**config.mk**
```make
export PLATFORM = sky130hd
export DESIGN_NAME = qfp_queue
export DESIGN_NICKNAME = d
export VERILOG_FILES = /design/src/design/qfp_pkg.sv /design/src/design/qfp_queue.sv
export SDC_FILE = /design/constraint.sdc
export NUM_CORES = 2
export LEC_CHECK = 0
export ABC_AREA = 1
export BUFFER_PORTS_ARGS = -buffer_cell sky130_fd_sc_hd__buf_4
export CAP_MARGIN = 20
export CORE_AREA = 2 2 566 568
export CTS_CLUSTER_DIAMETER = 50
export DETAILED_ROUTE_END_ITERATION = 10
export DIE_AREA = 0 0 568 570
export MAX_ROUTING_LAYER = met4
export SYNTH_ARGS = -nofsm -noshare
export SYNTH_HDL_FRONTEND = slang
export SYNTH_SLANG_ARGS = --single-unit
```
**constraint.sdc**
```tcl
create_clock -name clk -period 16.9 [get_ports clk]
set_input_delay 3.38 -clock clk [delete_from_list [all_inputs] [get_ports clk]]
set_output_delay 3.38 -clock clk [all_outputs]
set_load 0.05 [all_outputs]
```
**src/design/qfp_pkg.sv**
```systemverilog
// shared types, codes and helpers for the quic frame header parser
// no dependencies
`default_nettype none
package qfp_pkg;

  localparam int OffsetWidth = 16;
  localparam int ValWidth    = 62;
  localparam int QueueDepth  = 4;
  localparam int QueuePtrW   = $clog2(QueueDepth);

  typedef logic [ValWidth-1:0]    val_t;
  typedef logic [OffsetWidth-1:0] off_t;

  // frame type bytes
  localparam logic [7:0] TYPE_PADDING   = 8'h00;
  localparam logic [7:0] TYPE_PING      = 8'h01;
  localparam logic [7:0] TYPE_ACK       = 8'h02;
  localparam logic [7:0] TYPE_ACK_ECN   = 8'h03;
  localparam logic [7:0] TYPE_CRYPTO    = 8'h06;
  localparam logic [7:0] TYPE_TOKEN     = 8'h07;
  localparam logic [7:0] TYPE_STREAM_LO = 8'h08;
  localparam logic [7:0] TYPE_STREAM_HI = 8'h0f;
  localparam logic [7:0] TYPE_CLOSE     = 8'h1c;
  localparam logic [7:0] TYPE_APP_CLOSE = 8'h1d;
  localparam logic [7:0] TYPE_HS_DONE   = 8'h1e;

  // stream type bits
  localparam int StreamOffBit = 2;
  localparam int StreamLenBit = 1;

  typedef enum logic [3:0] {
    KIND_PAD       = 4'd0,
    KIND_PING      = 4'd1,
    KIND_ACK       = 4'd2,
    KIND_ACK_ECN   = 4'd3,
    KIND_CRYPTO    = 4'd4,
    KIND_TOKEN     = 4'd5,
    KIND_STREAM    = 4'd6,
    KIND_CLOSE     = 4'd7,
    KIND_APP_CLOSE = 4'd8,
    KIND_HS_DONE   = 4'd9,
    KIND_UNKNOWN   = 4'd10
  } kind_t;

  typedef enum logic [4:0] {
    PH_TYPE  = 5'd0,
    PH_PAD   = 5'd1,
    PH_SLOT0 = 5'd2,
    PH_SLOT1 = 5'd3,
    PH_SLOT2 = 5'd4,
    PH_SLOT3 = 5'd5,
    PH_SLOT4 = 5'd6,
    PH_SLOT5 = 5'd7,
    PH_SLOT6 = 5'd8,
    PH_LEN   = 5'd9,
    PH_GAP   = 5'd10,
    PH_RLEN  = 5'd11,
    PH_SKIP  = 5'd12,
    PH_TOEND = 5'd13
  } phase_t;

  typedef enum logic [1:0] {
    RC_MORE,
    RC_DONE,
    RC_ERR,
    RC_UNK
  } rcode_t;

  typedef struct packed {
    kind_t      frame_kind;
    logic [7:0] type_code;
    logic       decode_error;
    val_t       value_a;
    val_t       value_b;
    val_t       value_c;
    val_t       value_d;
    val_t       value_e;
    val_t       value_f;
    val_t       value_g;
    off_t       data_offset;
    off_t       data_length;
  } res_t;

  function automatic kind_t kind_of(input logic [7:0] t);
    kind_t k;
    case (t) inside
      TYPE_PADDING:                     k = KIND_PAD;
      TYPE_PING:                        k = KIND_PING;
      TYPE_ACK:                         k = KIND_ACK;
      TYPE_ACK_ECN:                     k = KIND_ACK_ECN;
      TYPE_CRYPTO:                      k = KIND_CRYPTO;
      TYPE_TOKEN:                       k = KIND_TOKEN;
      [TYPE_STREAM_LO:TYPE_STREAM_HI]:  k = KIND_STREAM;
      TYPE_CLOSE:                       k = KIND_CLOSE;
      TYPE_APP_CLOSE:                   k = KIND_APP_CLOSE;
      TYPE_HS_DONE:                     k = KIND_HS_DONE;
      default:                          k = KIND_UNKNOWN;
    endcase
    return k;
  endfunction

endpackage
`default_nettype wire

```
**src/design/qfp_queue.sv**
```systemverilog
// short result queue between parser and output stage, up to two writes
// and one read per cycle; depends on qfp_pkg
`default_nettype none
module qfp_queue (
  input  wire logic          clk,
  input  wire logic          rst_n,
  input  wire logic [1:0]    push_cnt,
  input  qfp_pkg::res_t      push_r0,
  input  qfp_pkg::res_t      push_r1,
  output logic               room2,
  output logic               not_empty,
  input  wire logic          pop,
  output qfp_pkg::res_t      head
);
  import qfp_pkg::*;

  res_t                  slots_r [QueueDepth];
  logic [QueuePtrW-1:0]  wp_r, rp_r;
  logic [QueuePtrW:0]    cnt_r;
  logic [QueuePtrW-1:0]  wp1;

  assign wp1 = wp_r + QueuePtrW'(1);
  assign room2 = cnt_r <= (QueuePtrW+1)'(QueueDepth - 2);
  assign not_empty = cnt_r != '0;
  assign head = slots_r[rp_r];

  always_ff @(posedge clk) begin
    if (push_cnt != 2'd0) slots_r[wp_r] <= push_r0;
    if (push_cnt == 2'd2) slots_r[wp1] <= push_r1;
  end

  always_ff @(posedge clk) begin
    if (!rst_n) begin
      wp_r <= '0;
      rp_r <= '0;
      cnt_r <= '0;
    end else begin
      wp_r <= wp_r + QueuePtrW'(push_cnt);
      if (pop) rp_r <= rp_r + QueuePtrW'(1);
      cnt_r <= cnt_r + (QueuePtrW+1)'(push_cnt) - (QueuePtrW+1)'(pop);
    end
  end

  a_no_overflow: assert property (@(posedge clk) disable iff (!rst_n)
    cnt_r <= (QueuePtrW+1)'(QueueDepth))
    else $error("result queue overflow");
  a_no_underflow: assert property (@(posedge clk) disable iff (!rst_n)
    pop |-> not_empty)
    else $error("pop from empty result queue");
  a_push_room: assert property (@(posedge clk) disable iff (!rst_n)
    push_cnt != 2'd0 |-> room2)
    else $error("push without room");

endmodule
`default_nettype wire

```
==> flow_summary.yaml <==
outcome:
  status: "finished clean"
power_and_ir_drop:
  ir_drop_mv: 0.0924
  power_density_nw_per_um2: 121
  leakage_uw: 0.0511
global_route:
  grt_pass1_vias: 69600
  grt.total_usage_pct: 20.0
  grt_overflow: 0
  antenna_found_initial: 107
  grt_max_degree: 226
  grt_pass1_wl_um: 473000
placed_design:
  gp_congestion: 0.864
  portBuffers: 1443
  dpl.hpwl_um: 220000
  dpl_cell_area_um2: 109000
floorplanning:
  die-area_um2: 324000
  die_y_um: 570
  io_pins: 1444
  die_x_um: 568
  start_util_pct: 30.2
  core_area_um2: 317000
  rows: 207
layout:
  final_area_um2: 118000
  final_nets: 12400
  fill_cells: 31400
  layout_common_cells: "nand2_1, o21ai_0, edfxtp_1"
  layout_commonest_cell: "nand2_1"
  drive_above_1_share_pct: 16.7
  area_delta_synth_final_pct: 23.8
timing:
  fin_crit_ps: 8370
  relSlewSlack_pct: 24.0
  worst_pin_slew_ps: 1140
  drv_slew: 0
  holdWs_ps: 463
  clock_skew_ps: 43.7
  rsz0062_at_grt: "false"
  setup_viol: 0
  finalHoldViolCount: 0
  fin_tns_setup_ps: 0
  max_freq_mhz: 119
  final.period_utilization_pct: 49.6
detailed_routing:
  firstDrtPassIters: 6
  initialDrtViolationCount: 6951
  vias: 76900
  wl_um: 328000
  vias_per_cell: 4.83
  wl_per_cell_um: 20.6
  drtAntennaViolNets: 0
  route.detailed.drc: 0
cts:
  cts_resized: 0
  post-cts-setup-buffers: 0
  cts.clk_slew.worst_paths_ps: 50
  cts_max_level: 5
  cts_sinks: 1925
  cts_made_buffers: 265
  tritoncts: "built"
  worstSkewPairLatency_ps: 860
  cts_hold_buf: 0
  clock_path_buffers: 4
  clockRootBuffer: "clkbuf_16"
worst_setup_path:
  critical_path_arrival_ps: 4990
  worstReg2RegStart: "wp_r[1]$_SDFF_PN0_"
  required_ps: 13520
  crit_family: "buffers and inverters"
  r2r_setup_slack_ps: 11320
  crit_slowest_cell: "dfxtp_4"
  start_kind: "flip-flop"
  worstPathCellList: "buf_4 > buf_12 > buf_12 > o211ai_1 > nand2_1 > buf_4"
  r2r_end: "slots_r[2][338]$_DFFE_PP_"
  max_stage_delay_ps: 830
  cp-end-kind: "primary output"
  crit_type: "flip-flop to primary output"
  r2r_cells: 8
  worst-path-buf-inv: 4
  crit_fanout: 166
synthesis:
  ys_seq_elements: 1925
  syn_area_um2: 95700
  yosys.area.top_type_share_pct: 60.1
  synth_nets: 11400
  synthCells: 10400
  synth.distinct_cells: 22
  synth_top_cell_by_area: "edfxtp_1"
  yosysSeqAreaShare_pct: 60.3
  syn_avg_cell_area_um2: 9.20
  yosysWarningCount: 0
  synthTopCellsByArea: "edfxtp_1, nand2_1, o21ai_0"
job:
  maxCapViolCount: 0
hold_path:
  hp-class: "flip-flop to flip-flop"
  min_delay_path_depth: 2
  min_from: "rp_r[1]$_SDFFE_PN0P_"
[cell type report]
cell class              count  area, µm²  share of cell area [%]
clock inverters           162       1960                    1.66
inverters                1453       5450                    4.61
diodes                     98        245                   0.207
repair buffers           1533      11800                    10.0
multi-input cells        6272      29100                    24.6
well taps                4180       5230                    4.42
clock buffers             308       6880                    5.81
flip-flops and latches   1925      57700                    48.7
[worst register-to-register path, cell delays in order, from the launching register on]
cell     delay, ps
dfxtp_1        470
nor2_2         130
nand2_8        570
buf_4          720
buf_4          690
buf_4          840
buf_12         590
buf_4         1010
o21ai_0        260
[cell families after synthesis]
| kind of cell | synth area share (%) |
|---|---|
| AOI/OAI and AO/OA | 18.8 |
| adders and majority gates | 0.0732 |
| buffers and inverters | 9.33 |
| DFF | 60.3 |
| and+or+nand+nor | 11.4 |
[flip-flops by register name, summed over array words and instances (netlist names), named ones only]
| signal | cells |
|---|---|
| cnt_r | 3 |
| rp_r | 2 |
| slots_r | 1916 |
| wp_r | 2 |
[report_power, final]
| group | internal [µW] | leakage (µW) | switching (µW) | total [µW] |
|---|---|---|---|---|
| Combinational | 730 | 0.0288 | 1990 | 2720 |
| Clock | 3410 | 0.00425 | 2270 | 5680 |
| Sequential | 5800 | 0.0181 | 90.9 | 5890 |
| Total | 9930 | 0.0511 | 4350 | 14300 |
[worst max path at each step]
| stage | slack (ps) | start | endpoint | cells past startpoint |
|---|---|---|---|---|
| 6_report | 8530 | flip-flop | head[334] | 6 |
| 4_1_cts | 8540 | flip-flop | head[345] | 6 |
| 3_3_place_gp | 8340 | push_cnt[0] | slots_r[0][365]$_DFFE_PP_ | 10 |
| 5_1_grt | 8370 | flip-flop | head[345] | 6 |
| 2_1_floorplan | 1830 | push_cnt[1] | slots_r[3][0]$_DFFE_PP_ | 5 |
| 3_5_place_dp | 8280 | push_cnt[0] | slots_r[0][333]$_DFFE_PP_ | 10 |
[layer usage]
| layer | up-vias | wire length, µm | GRT usage [%] |
|---|---|---|---|
| met4 | 0 | 11600 | 7.02 |
| met3 | 450 | 33500 | 6.05 |
| met2 | 2953 | 150000 | 30.7 |
| li1 | 37400 | - | - |
| met5 | - | 0 | - |
| met1 | 36100 | 133000 | 24.9 |
[through the flow]
| step | power, µW | worst slack, ps | utilization (%) | std cells |
|---|---|---|---|---|
| CTS | 14400 | 8540 | 37.3 | 15800 |
| floorplan | 7880 | 1830 | - | 10400 |
| global placement | 8690 | 8340 | 34.5 | 15400 |
| global route | 14800 | 8370 | 37.3 | 15900 |
| detailed placement | 8720 | 8280 | 34.5 | 15400 |
| finish | 14300 | 8530 | 37.3 | 15900 |
[synth_stat cells, drive strengths merged]
| cell | count |
|---|---|
| o21ai | 2397 |
| nand4 | 1 |
| inv | 1453 |
| nand3 | 4 |
| o211ai | 479 |
| buf | 475 |
| clkbuf | 269 |
| ha | 4 |
| dfxtp | 9 |
| edfxtp | 1916 |
| a21oi | 485 |
| nand2 | 2895 |
| nor2 | 6 |
| fa | 1 |
Power figures use the tool's default switching activity.
