**src/design/qfp_pkg.sv**
```systemverilog
// shared types, codes and helpers for the quic frame header parser
// no dependencies
`default_nettype none
package qfp_pkg;

  localparam int OffsetWidth = 16;
  localparam int ValWidth    = 62;
  localparam int QueueDepth  = 4;
  localparam int QueuePtrW   = $clog2(QueueDepth);

  typedef logic [ValWidth-1:0]    val_t;
  typedef logic [OffsetWidth-1:0] off_t;

  // frame type bytes
  localparam logic [7:0] TYPE_PADDING   = 8'h00;
  localparam logic [7:0] TYPE_PING      = 8'h01;
  localparam logic [7:0] TYPE_ACK       = 8'h02;
  localparam logic [7:0] TYPE_ACK_ECN   = 8'h03;
  localparam logic [7:0] TYPE_CRYPTO    = 8'h06;
  localparam logic [7:0] TYPE_TOKEN     = 8'h07;
  localparam logic [7:0] TYPE_STREAM_LO = 8'h08;
  localparam logic [7:0] TYPE_STREAM_HI = 8'h0f;
  localparam logic [7:0] TYPE_CLOSE     = 8'h1c;
  localparam logic [7:0] TYPE_APP_CLOSE = 8'h1d;
  localparam logic [7:0] TYPE_HS_DONE   = 8'h1e;

  // stream type bits
  localparam int StreamOffBit = 2;
  localparam int StreamLenBit = 1;

  typedef enum logic [3:0] {
    KIND_PAD       = 4'd0,
    KIND_PING      = 4'd1,
    KIND_ACK       = 4'd2,
    KIND_ACK_ECN   = 4'd3,
    KIND_CRYPTO    = 4'd4,
    KIND_TOKEN     = 4'd5,
    KIND_STREAM    = 4'd6,
    KIND_CLOSE     = 4'd7,
    KIND_APP_CLOSE = 4'd8,
    KIND_HS_DONE   = 4'd9,
    KIND_UNKNOWN   = 4'd10
  } kind_t;

  typedef enum logic [4:0] {
    PH_TYPE  = 5'd0,
    PH_PAD   = 5'd1,
    PH_SLOT0 = 5'd2,
    PH_SLOT1 = 5'd3,
    PH_SLOT2 = 5'd4,
    PH_SLOT3 = 5'd5,
    PH_SLOT4 = 5'd6,
    PH_SLOT5 = 5'd7,
    PH_SLOT6 = 5'd8,
    PH_LEN   = 5'd9,
    PH_GAP   = 5'd10,
    PH_RLEN  = 5'd11,
    PH_SKIP  = 5'd12,
    PH_TOEND = 5'd13
  } phase_t;

  typedef enum logic [1:0] {
    RC_MORE,
    RC_DONE,
    RC_ERR,
    RC_UNK
  } rcode_t;

  typedef struct packed {
    kind_t      frame_kind;
    logic [7:0] type_code;
    logic       decode_error;
    val_t       value_a;
    val_t       value_b;
    val_t       value_c;
    val_t       value_d;
    val_t       value_e;
    val_t       value_f;
    val_t       value_g;
    off_t       data_offset;
    off_t       data_length;
  } res_t;

  function automatic kind_t kind_of(input logic [7:0] t);
    kind_t k;
    case (t) inside
      TYPE_PADDING:                     k = KIND_PAD;
      TYPE_PING:                        k = KIND_PING;
      TYPE_ACK:                         k = KIND_ACK;
      TYPE_ACK_ECN:                     k = KIND_ACK_ECN;
      TYPE_CRYPTO:                      k = KIND_CRYPTO;
      TYPE_TOKEN:                       k = KIND_TOKEN;
      [TYPE_STREAM_LO:TYPE_STREAM_HI]:  k = KIND_STREAM;
      TYPE_CLOSE:                       k = KIND_CLOSE;
      TYPE_APP_CLOSE:                   k = KIND_APP_CLOSE;
      TYPE_HS_DONE:                     k = KIND_HS_DONE;
      default:                          k = KIND_UNKNOWN;
    endcase
    return k;
  endfunction

endpackage
`default_nettype wire

```
**src/design/qfp_back.sv**
```systemverilog
// output register stage: takes records from the queue and holds them on
// the result channel until transferred; depends on qfp_pkg
`default_nettype none
module qfp_back (
  input  wire logic      clk,
  input  wire logic      rst_n,
  input  wire logic      q_not_empty,
  input  qfp_pkg::res_t  q_head,
  output logic           q_pop,
  output logic           out_valid,
  input  wire logic      out_ready,
  output qfp_pkg::res_t  out_res
);
  import qfp_pkg::*;

  logic valid_r;
  res_t res_r;

  assign q_pop = q_not_empty && (!valid_r || out_ready);
  assign out_valid = valid_r;
  assign out_res = res_r;

  always_ff @(posedge clk) begin
    if (!rst_n) begin
      valid_r <= 1'b0;
    end else if (!valid_r || out_ready) begin
      valid_r <= q_not_empty;
    end
  end

  always_ff @(posedge clk) begin
    if (q_pop) res_r <= q_head;
  end

  a_hold: assert property (@(posedge clk) disable iff (!rst_n)
    valid_r && !out_ready |=> valid_r && $stable(res_r))
    else $error("result changed while stalled");
  a_load: assert property (@(posedge clk) disable iff (!rst_n)
    !valid_r && q_not_empty |=> valid_r)
    else $error("queued record not moved to output register");
  a_empty_out: assert property (@(posedge clk) disable iff (!rst_n)
    valid_r && out_ready && !q_not_empty |=> !valid_r)
    else $error("output register valid with nothing loaded");

endmodule
`default_nettype wire

```
**config.mk**
```make
export PLATFORM = sky130hd
export DESIGN_NAME = qfp_back
export DESIGN_NICKNAME = d
export VERILOG_FILES = /design/src/design/qfp_pkg.sv /design/src/design/qfp_back.sv
export SDC_FILE = /design/constraint.sdc
export NUM_CORES = 1
export LEC_CHECK = 0
export ABC_CLOCK_PERIOD_IN_PS = 73800
export BUFFER_PORTS_ARGS = -buffer_cell sky130_fd_sc_hd__buf_2
export CORE_AREA = 2 2 378 380
export CTS_CLUSTER_DIAMETER = 80
export DETAILED_ROUTE_END_ITERATION = 12
export DIE_AREA = 0 0 380 382
export PLACE_DENSITY_LB_ADDON = 0.15
export SYNTH_ARGS = -nofsm -noshare
export SYNTH_HDL_FRONTEND = slang
export SYNTH_SLANG_ARGS = --single-unit
```
**constraint.sdc**
```tcl
create_clock -name clk -period 73.8 [get_ports clk]
set_input_delay 14.76 -clock clk [delete_from_list [all_inputs] [get_ports clk]]
set_output_delay 14.76 -clock clk [all_outputs]
set_load 0.01 [all_outputs]
```
==> metrics.txt, run 1 <==
status finished clean; post-synthesis register bit count 480; total wire length 63.7 mm; register area 14400 um^2; CP max-delay cell nor2b_4; GP Congestion 0.825; die width 380 um; CORE AREA ~140000 um^2; Mapped Nets 966; Starting Density 0.102; Slew Limit Headroom 0.290; Synth-to-Final Area Change 65.1%; Post-synth EDFFs 479; WS Path Type in2out; Cell Rows 138; syn avg cell area 29.9 um^2; WP data required a little under 60000 ps; FFs w/ async S/R, synth 0; cell taking the most area after synthesis edfxtp_1; global route overflow 0; DRT Pass-1 Iters 4; WP data arrival approximately 15000 ps; top cells by count, synth edfxtp_1 (479), dfxtp_1 (1), nor2b_1 (1), nor2b_4 (1), o21a_1 (1); CTS Buffer Depth 3; # setup viols final 0; CP startpoint out_ready; Final ANT Viol Nets 0; port buffer count 963; unrepaired setup endpoints after global routing no; Hold Crit Start out_valid; CP max stage delay 160 ps; minimum clock period 30000 ps; vias per inst 2.69; Routed WL per cell 18.4 um; Vert. Die Dim 382 um; CTS tree built; HPWL after DPL between 50 and 60 mm; root buf cell clkbuf_16; Ys Warns 0; r2r startpoint out_valid; Peak VDD IR 0.0171 mV; Fill cells 15600; CTS Hold Bufs 0; Tcrit/Tclk final 0.406; drt drc 0; Post-Synthesis Cells roughly 480; DR vias 9338; Unique masters post-synth 5; Cell Chain, Critical Path buf_2 > nor2b_4 > nor2b_4 > buf_2; largest net degree at the start of global routing 80; die area 145000 um^2; initial antenna violation count 32; final hold vios 0; Seq/Total Area, Yosys 0.998; ys flop type edfxtp_1; Boundary Pins 964; max-cap violations 0; setup tns final 0 ps; synth top area cells edfxtp_1 (100%), dfxtp_1 (0.14%), nor2b_4 (0.095%); Fmax 33.3 MHz; Pleak 9.51 nW; setup ws final 43800 ps; share of layout cells above drive strength 1 0.677; clock sink count 480; crit path capture type primary output; Final nets 2006; type of origin of the critical path input pin; min-delay worst type reg2reg; Mapped Area 14400 um^2; clock latency on the worst-skew pair around 650 ps; pre-CTS setup slack 43790 ps; max-slew violation count 0; Resized Gates After CTS 0; Total GRT Usage 0.0851; Placement Cell Area 21700 um^2; Post-CTS Setup Inserts 0; first-pass GRT wire length 84.5 mm; final non-filler cell area between 20000 and 25000 um^2; top cell type's share of synthesized area 0.997; Iteration-0 DRC Markers 383; Tightest Pin Transition around 1100 ps; clock transition at the registers of the reported paths 60 ps; H-tree depth 3; Multi-input gate area 35.0 um^2; PwrDens 28.8 nW/um^2; Fin Clk Skew a little over 30 ps; vias in the first global route 10300; CTS Buf Count 67; crit-path max FO 2; most common cell in the netlist edfxtp_1
path summary, 6_finish.rpt:
kind                       end  slack (ps)  cells after the start
setup reg to reg  out_res[236]       69580                      6
hold reg to reg      out_valid         700                      2
setup / recovery         q_pop       43800                      4
hold / removal       out_valid         700                      2
cell type report:
| type | count | share of cell area |
|---|---|---|
| clock inverters | 33 | 0.0153 |
| well taps | 1890 | 0.0993 |
| repair buffers | 971 | 0.205 |
| diodes | 6 | 0.000630 |
| multi-input cells | 3 | 0.00147 |
| clock buffers | 84 | 0.0739 |
| flip-flops and latches | 480 | 0.605 |
metal layers:
metal	GRT usage	wire length, um	part of all wire
met5	0	123	0.0019
met3	0.0438	7230	0.11
met2	0.155	34200	0.54
met4	0.0397	2150	0.034
met1	0.0778	20000	0.31
cell families (layout without fill, tap and decap cells):
family	count (synthesis)	count (layout)	synth area share
AOI/OAI and AO/OA	1	1	0.000520
DFF	480	480	0.998
and+or+nand+nor	2	2	0.00139
buffers and inverters	0	1088	0
other	0	6	0
power by group:
| part | internal (W) | leakage (nW) | total [W] | switching, W |
|---|---|---|---|---|
| logic | 0.0000190 | 3.84 | 0.0000476 | 0.0000286 |
| registers | 0.000320 | 4.64 | 0.000324 | 0.00000459 |
| clock network | 0.000186 | 1.03 | 0.000313 | 0.000128 |
| total | 0.000524 | 9.51 | 0.000685 | 0.000161 |
per-stage QoR:
step,total power [W],util,cells,hold slack (ps)
global placement,0.000380,0.154,3344,705
detailed placement,0.000380,0.154,3344,696
floorplan,0.000354,-,483,635
CTS,0.000704,0.169,3461,713
global route,0.000716,0.169,3464,720
finish,0.000685,0.169,3467,699
worst max-delay path: cells and delay by family:
family / cells / cell delay [ps]
buf+inv: 2 / 250
simple gates: 2 / 220
cell usage in the layout, fill, tap and decap left out:
cell,count
buf_4,8
o21a_1,1
bufinv_16,4
clkinvlp_4,1
inv_6,4
diode_2,6
clkbuf_16,68
edfxtp_1,479
clkinv_16,1
clkbuf_1,16
dfxtp_1,1
buf_2,963
clkinv_1,11
inv_16,2
clkinv_8,2
clkinv_2,3
clkinv_4,5
nor2b_4,2
sequential cells by signal, indices dropped and copies added (netlist names):
| signal | cells |
|---|---|
| out_res | 479 |
| out_valid | 1 |
Power figures use the tool's default switching activity.
==> run 2: changes to the inputs <==
- ABC_AREA: unset -> 1
- ABC_CLOCK_PERIOD_IN_PS: 73800 -> 24700
- CORE_AREA: 2 2 378 380 -> 2 2 371 373
- DIE_AREA: 0 0 380 382 -> 0 0 373 375
- clock period: 73.8 -> 24.7 ns (I/O delays scaled with it)
==> metrics.txt, run 2 <==
initial antenna violation count 16 (was 32); Post-Synth Simple-Gate Area 0.000433 (was 0.00139); Mapped Nets 969 (was 966); Final ANT Viol Nets 0 (unchanged); crit path capture type primary output (unchanged); Placement Cell Area 21600 um^2 (was 21700 um^2); Post-Synthesis Cells 486 (was 483); CP max stage delay 290 ps (was 160 ps); post-synthesis register bit count 480 (unchanged); CTS tree built (unchanged); unrepaired setup endpoints after global routing no (unchanged); die area 140000 um^2 (was 145000 um^2); syn avg cell area 29.7 um^2 (was 29.9 um^2); die width 373 um (was 380 um); crit-path most repeated cell buf_2; Tightest Pin Transition 1020 ps (was 1070 ps); top cell type's share of synthesized area 0.996 (was 0.997); final hold vios 0 (unchanged); Total GRT Usage 0.0798 (was 0.0851); vias in the first global route 10200 (was 10300); Mapped Area 14400 um^2 (about the same); DRT Pass-1 Iters 4 (unchanged); commonest cells after routing, fill and taps aside buf_2 (963), edfxtp_1 (479), clkbuf_16 (61) (was buf_2 (963), edfxtp_1 (479), clkbuf_16 (68)); Post-CTS Setup Inserts 0 (unchanged); ys flop type edfxtp_1 (unchanged); Hold Slack 529 ps (was 699 ps); Fmax 94.4 MHz; crit-path max FO 10 (was 2); WS Path Type in2out (unchanged); setup tns final 0 ps (unchanged); Tcrit/Tclk final 0.429; most common cell in the netlist edfxtp_1 (unchanged); min-delay worst type reg2reg (unchanged); post-synthesis mux area share 0 (unchanged); type of origin of the critical path input pin (unchanged); cell taking the most area after synthesis edfxtp_1 (unchanged); Iteration-0 DRC Markers 428 (was 383); Slew Limit Headroom 0.320 (was 0.290); drt drc 0 (unchanged); CORE AREA 136000 um^2 (was 141000 um^2); Routed WL per cell 17.5 um (was 18.4 um); minimum clock period ~11000 ps; synth top area cells edfxtp_1 (100%), dfxtp_1 (0.14%), a21oi_2 (0.061%) (was edfxtp_1 (100%), dfxtp_1 (0.14%), nor2b_4 (0.095%)); Boundary Pins 964 (unchanged); Unique masters post-synth 7 (was 5); clock latency on the worst-skew pair 630 ps (was 650 ps); Cell Chain, Critical Path buf_2 > inv_1 > a21oi_4 > buf_2 (was buf_2 > nor2b_4 > nor2b_4 > buf_2); WP data required 19760 ps (was 59040 ps); Final nets 1998 (was 2006); PwrDens 83.3 nW/um^2 (was 28.8 nW/um^2); Pwr Total 0.00195 W (was 0.000685 W); vias per inst 2.74 (was 2.69); clock sink count 480 (unchanged); Resized Gates After CTS 0 (unchanged); post-synthesis xor/xnor area fraction 0 (unchanged); FFs w/ async S/R, synth 0 (unchanged); global route overflow 0 (unchanged); share of layout cells above drive strength 1 0.677 (about the same); Finished Layout Cells 3358 (was 3467); Cell Rows 136 (was 138); first-pass GRT wire length 78.6 mm (was 84.5 mm); Peak VDD IR 0.0463 mV (was 0.0171 mV); clock transition at the registers of the reported paths 50 ps (was 60 ps); max-slew violation count 0 (unchanged); GP Congestion 0.905 (was 0.825); WP data arrival 5650 ps (was 15240 ps); max reg flops 479 (unchanged); DR vias 9217 (was 9338); Vert. Die Dim 375 um (was 382 um); CP max-delay cell a21oi_4 (was nor2b_4); Ys Warns 0 (unchanged); H-tree depth 2 (was 3); root buf cell clkbuf_16 (unchanged); final non-filler cell area 23500 um^2 (was 23800 um^2); CTS Hold Bufs 0 (unchanged); # placed instances 3249 (was 3344); max-cap violations 0 (unchanged); Starting Density 0.106 (was 0.102); post-synthesis compound-gate area fraction 0.000953 (was 0.000520); Synth-to-Final Area Change 62.5% (was 65.1%); Fin Clk Skew 15.3 ps (was 31.2 ps); largest net degree at the start of global routing 159 (was 80); largest family of logic cells by synthesized area compound AO/OA/AOI/OAI gates (was simple AND/OR/NAND/NOR gates); top cells by count, synth edfxtp_1 (479), inv_1 (2) (was edfxtp_1 (479), dfxtp_1 (1), nor2b_1 (1), nor2b_4 (1), o21a_1 (1)); Bufs and invs on worst path 3 (was 2); total wire length 58.8 mm (was 63.7 mm); commonest non-fill, non-tap cell in the layout buf_2 (unchanged); delay-heaviest family, CP buffers and inverters (unchanged); # setup viols final 0 (unchanged); Seq/Total Area, Yosys 0.998 (about the same); Pleak 9.40 nW (was 9.51 nW); HPWL after DPL 47.1 mm (was 51.2 mm); port buffer count 963 (unchanged); status finished clean (unchanged); Synth Area in Adders 0 (unchanged); CTS Buf Count 58 (was 67); Post-synth EDFFs 479 (unchanged); CTS Buffer Depth 3 (unchanged)
-- run 2: area by class of cell --
class / count / area (um^2)
antenna: 7 / 17.5
clock buffer: 79 / 1620
clock inverter: 23 / 250
fill: 15000 / 113000
inverter: 3 / 11.3
multi-input combinational: 3 / 31.3
sequential: 480 / 14400
tap: 1794 / 2240
timing repair buffer: 969 / 4880
-- run 2: where the power goes --
part	internal, W	switching, W	leakage [nW]
registers	0.000955	0.0000148	4.64
logic	0.0000566	0.0000838	3.84
clock network	0.000508	0.000337	0.910
total	0.00152	0.000435	9.40
-- run 2: through the flow --
| stage | setup slack [ps] | util |
|---|---|---|
| 2_1_floorplan | 1210 | - |
| 3_3_place_gp | 14070 | 0.158 |
| 3_5_place_dp | 14050 | 0.158 |
| 4_1_cts | 14050 | 0.172 |
| 5_1_grt | 14020 | 0.172 |
| 6_report | 14110 | 0.172 |
-- run 2: path summary, 6_finish.rpt --
check | startpoint | cells past startpoint | to | slack [ps]
max | q_not_empty | 4 | q_pop | 14110
min | out_valid | 2 | out_valid | 530
max reg2reg | out_valid | 5 | out_res[218] | 20500
min reg2reg | out_valid | 2 | out_valid | 530
-- run 2: routing by layer --
layer,GRT usage,part of all wire,wire length [um],vias up
li1,-,-,-,4066
met1,0.0768,0.32,19000,4494
met2,0.148,0.54,31600,560
met3,0.0375,0.11,6630,83
met4,0.0268,0.025,1460,14
met5,0,0.0016,97,-
-- run 2: kinds of logic (layout without fill, tap and decap cells) --
| kind of cell | after synthesis | count (layout) |
|---|---|---|
| flip-flops | 480 | 480 |
| buffers and inverters | 3 | 1074 |
| AO/OA/AOI/OAI | 2 | 2 |
| AND/OR/NAND/NOR | 1 | 1 |
| other | 0 | 7 |
-- run 2: worst min-delay path, delay by kind of cell (launching register included) --
family	cells	cell delay (ps)
compound gates	1	40
flops	1	350
simple gates	1	90
==> run 3: changes to the inputs <==
- ABC_CLOCK_PERIOD_IN_PS: 24700 -> 10700
- CORE_AREA: 2 2 371 373 -> 2 2 378 380
- DIE_AREA: 0 0 373 375 -> 0 0 380 382
- clock period: 24.7 -> 10.7 ns (I/O delays scaled with it)
==> metrics.txt, run 3 (same netlist as run 2, synthesis figures left out) <==
die area 145000 um^2 (was 140000 um^2); setup tns final 0 ps (unchanged); die width 380 um (was 373 um); share of layout cells above drive strength 1 0.677 (about the same); unrepaired setup endpoints after global routing no (unchanged); CTS tree built (unchanged); final non-filler cell area 23700 um^2 (was 23500 um^2); CORE AREA 141000 um^2 (was 136000 um^2); HPWL after DPL 49.5 mm (was 47.1 mm); met2 Use GR 0.149 (was 0.148); commonest cells after routing, fill and taps aside buf_2 (963), edfxtp_1 (479), clkbuf_16 (67) (was buf_2 (963), edfxtp_1 (479), clkbuf_16 (61)); reg-to-reg slack, setup 6940 ps (was 20500 ps); Slew Limit Headroom 0.351 (was 0.320); minimum clock period about 5100 ps; Hold Crit Start out_valid (unchanged); crit-path max FO 63 (was 10); CTS Hold Bufs 0 (unchanged); initial antenna violation count 30 (was 16); Boundary Pins 964 (unchanged); type of origin of the critical path input pin (unchanged); WP data arrival 5360 ps (was 5650 ps); CTS Buf Count 66 (was 58); Cell Rows 138 (was 136); crit-path most repeated cell buf_4 (was buf_2); GP Congestion 0.879 (was 0.905); Resized Gates After CTS 0 (unchanged); register area 14400 um^2 (unchanged); Iteration-0 DRC Markers 493 (was 428); Tightest Pin Transition 973 ps (was 1020 ps); root buf cell clkbuf_16 (unchanged); Placement Cell Area 21700 um^2 (was 21600 um^2); Peak VDD IR 0.112 mV (was 0.0463 mV); port buffer count 963 (unchanged); Post-CTS Setup Inserts 0 (unchanged); Starting Density 0.102 (was 0.106); drt drc 0 (unchanged); routing usage on met3 0.0416 (was 0.0375); Tcrit/Tclk final 0.479; max reg flops 479 (unchanged); Vert. Die Dim 382 um (was 375 um); r2r startpoint out_valid (unchanged); clock latency on the worst-skew pair 620 ps (was 630 ps); DRT Pass-1 Iters 4 (unchanged); min-delay worst type reg2reg (unchanged); Bufs and invs on worst path 6 (was 3); clock transition at the registers of the reported paths 50 ps (about the same); CP max-delay cell buf_4 (was a21oi_4); commonest non-fill, non-tap cell in the layout buf_2 (unchanged); GRT busiest layer met2 (unchanged); WP data required 10930 ps (was 19760 ps); Total GRT Usage 0.0827 (was 0.0798); hold depth 2 (unchanged); clock sink count 480 (unchanged); Reg2Reg Capture Point out_res[117] (was out_res[218]); Final ANT Viol Nets 0 (unchanged); final hold vios 0 (unchanged); Fmax 195 MHz; Pleak 9.44 nW (was 9.40 nW); CP max stage delay 760 ps (was 290 ps); DR vias 9358 (was 9217); Routed WL per cell 18.0 um (was 17.5 um); Fill cells 15600 (was 15000); Worst Hold End out_valid (unchanged); Synth-to-Final Area Change 63.9% (was 62.5%); H-tree depth 3 (was 2); Cell Chain, Critical Path buf_2 > inv_2 > a21oi_4 > buf_4 > buf_4 > buf_4 > buf_4 (was buf_2 > inv_1 > a21oi_4 > buf_2); total wire length 62.3 mm (was 58.8 mm); Multi-input gate area 31.3 um^2 (unchanged); # setup viols final 0 (unchanged); PwrDens 194 nW/um^2 (was 83.3 nW/um^2); first-pass GRT wire length 82.7 mm (was 78.6 mm); status finished clean (unchanged); vias in the first global route 10100 (was 10200); WS Path Type in2reg (was in2out); R2R depth 5 (unchanged); largest net degree at the start of global routing 145 (was 159); Final nets 2007 (was 1998); global route overflow 0 (unchanged); Fin Clk Skew 26.5 ps (was 15.3 ps); CTS Buffer Depth 3 (unchanged); delay-heaviest family, CP buffers and inverters (unchanged); met1 usage 0.0793 (was 0.0768); max-cap violations 0 (unchanged); vias per inst 2.70 (was 2.74); crit path capture type flip-flop (was primary output); max-slew violation count 0 (unchanged)
-- run 3: how the worst max path moves through the flow --
stage / endpoint / from / depth (start not counted)
2_1_floorplan: q_pop / out_ready / 2
3_3_place_gp: out_res[370] / out_ready / 7
3_5_place_dp: out_res[117] / out_ready / 7
4_1_cts: out_res[175] / out_ready / 7
5_1_grt: out_res[330] / out_ready / 7
6_report: out_res[117] / q_not_empty / 7
-- run 3: layer usage --
layer	routed length [um]	vias to the layer above	part of all wire
met4	2070	24	0.033
li1	-	4090	-
met5	172	-	0.0028
met3	7090	131	0.11
met2	33300	576	0.53
met1	19700	4537	0.32
-- run 3: through the flow --
stage / setup slack, ps / power (W) / utilization / std cells / hold WS [ps]
after detailed placement: 4860 / 0.00262 / 0.154 / 3346 / 525
after global routing: 5340 / 0.00479 / 0.168 / 3462 / 547
after global placement: 4960 / 0.00262 / 0.154 / 3346 / 520
after CTS: 5570 / 0.00471 / 0.168 / 3460 / 535
final: 5580 / 0.00459 / 0.168 / 3463 / 529
after floorplan: -1180 / 0.00239 / - / 486 / 529
-- run 3: area by class of cell --
type / instances / share of cell area
Tap cell: 1890 / 0.0999
Clock inverter: 34 / 0.00952
Multi-Input combinational cell: 3 / 0.00132
Inverter: 3 / 0.000793
Antenna cell: 3 / 0.000317
Timing Repair Buffer: 970 / 0.206
Clock buffer: 80 / 0.0729
Sequential cell: 480 / 0.609
-- run 3: worst reg2reg max path: cells and delay by family, from the launching register on --
kind	cells	cell delay [ps]
compound gates	1	150
buf+inv	4	2800
flops	1	350
-- run 3: where the power goes --
group,switching (W),internal (W),total (W)
Combinational,0.000198,0.000131,0.000329
Clock,0.000847,0.00117,0.00202
Sequential,0.0000337,0.00221,0.00224
Total,0.00108,0.00351,0.00459
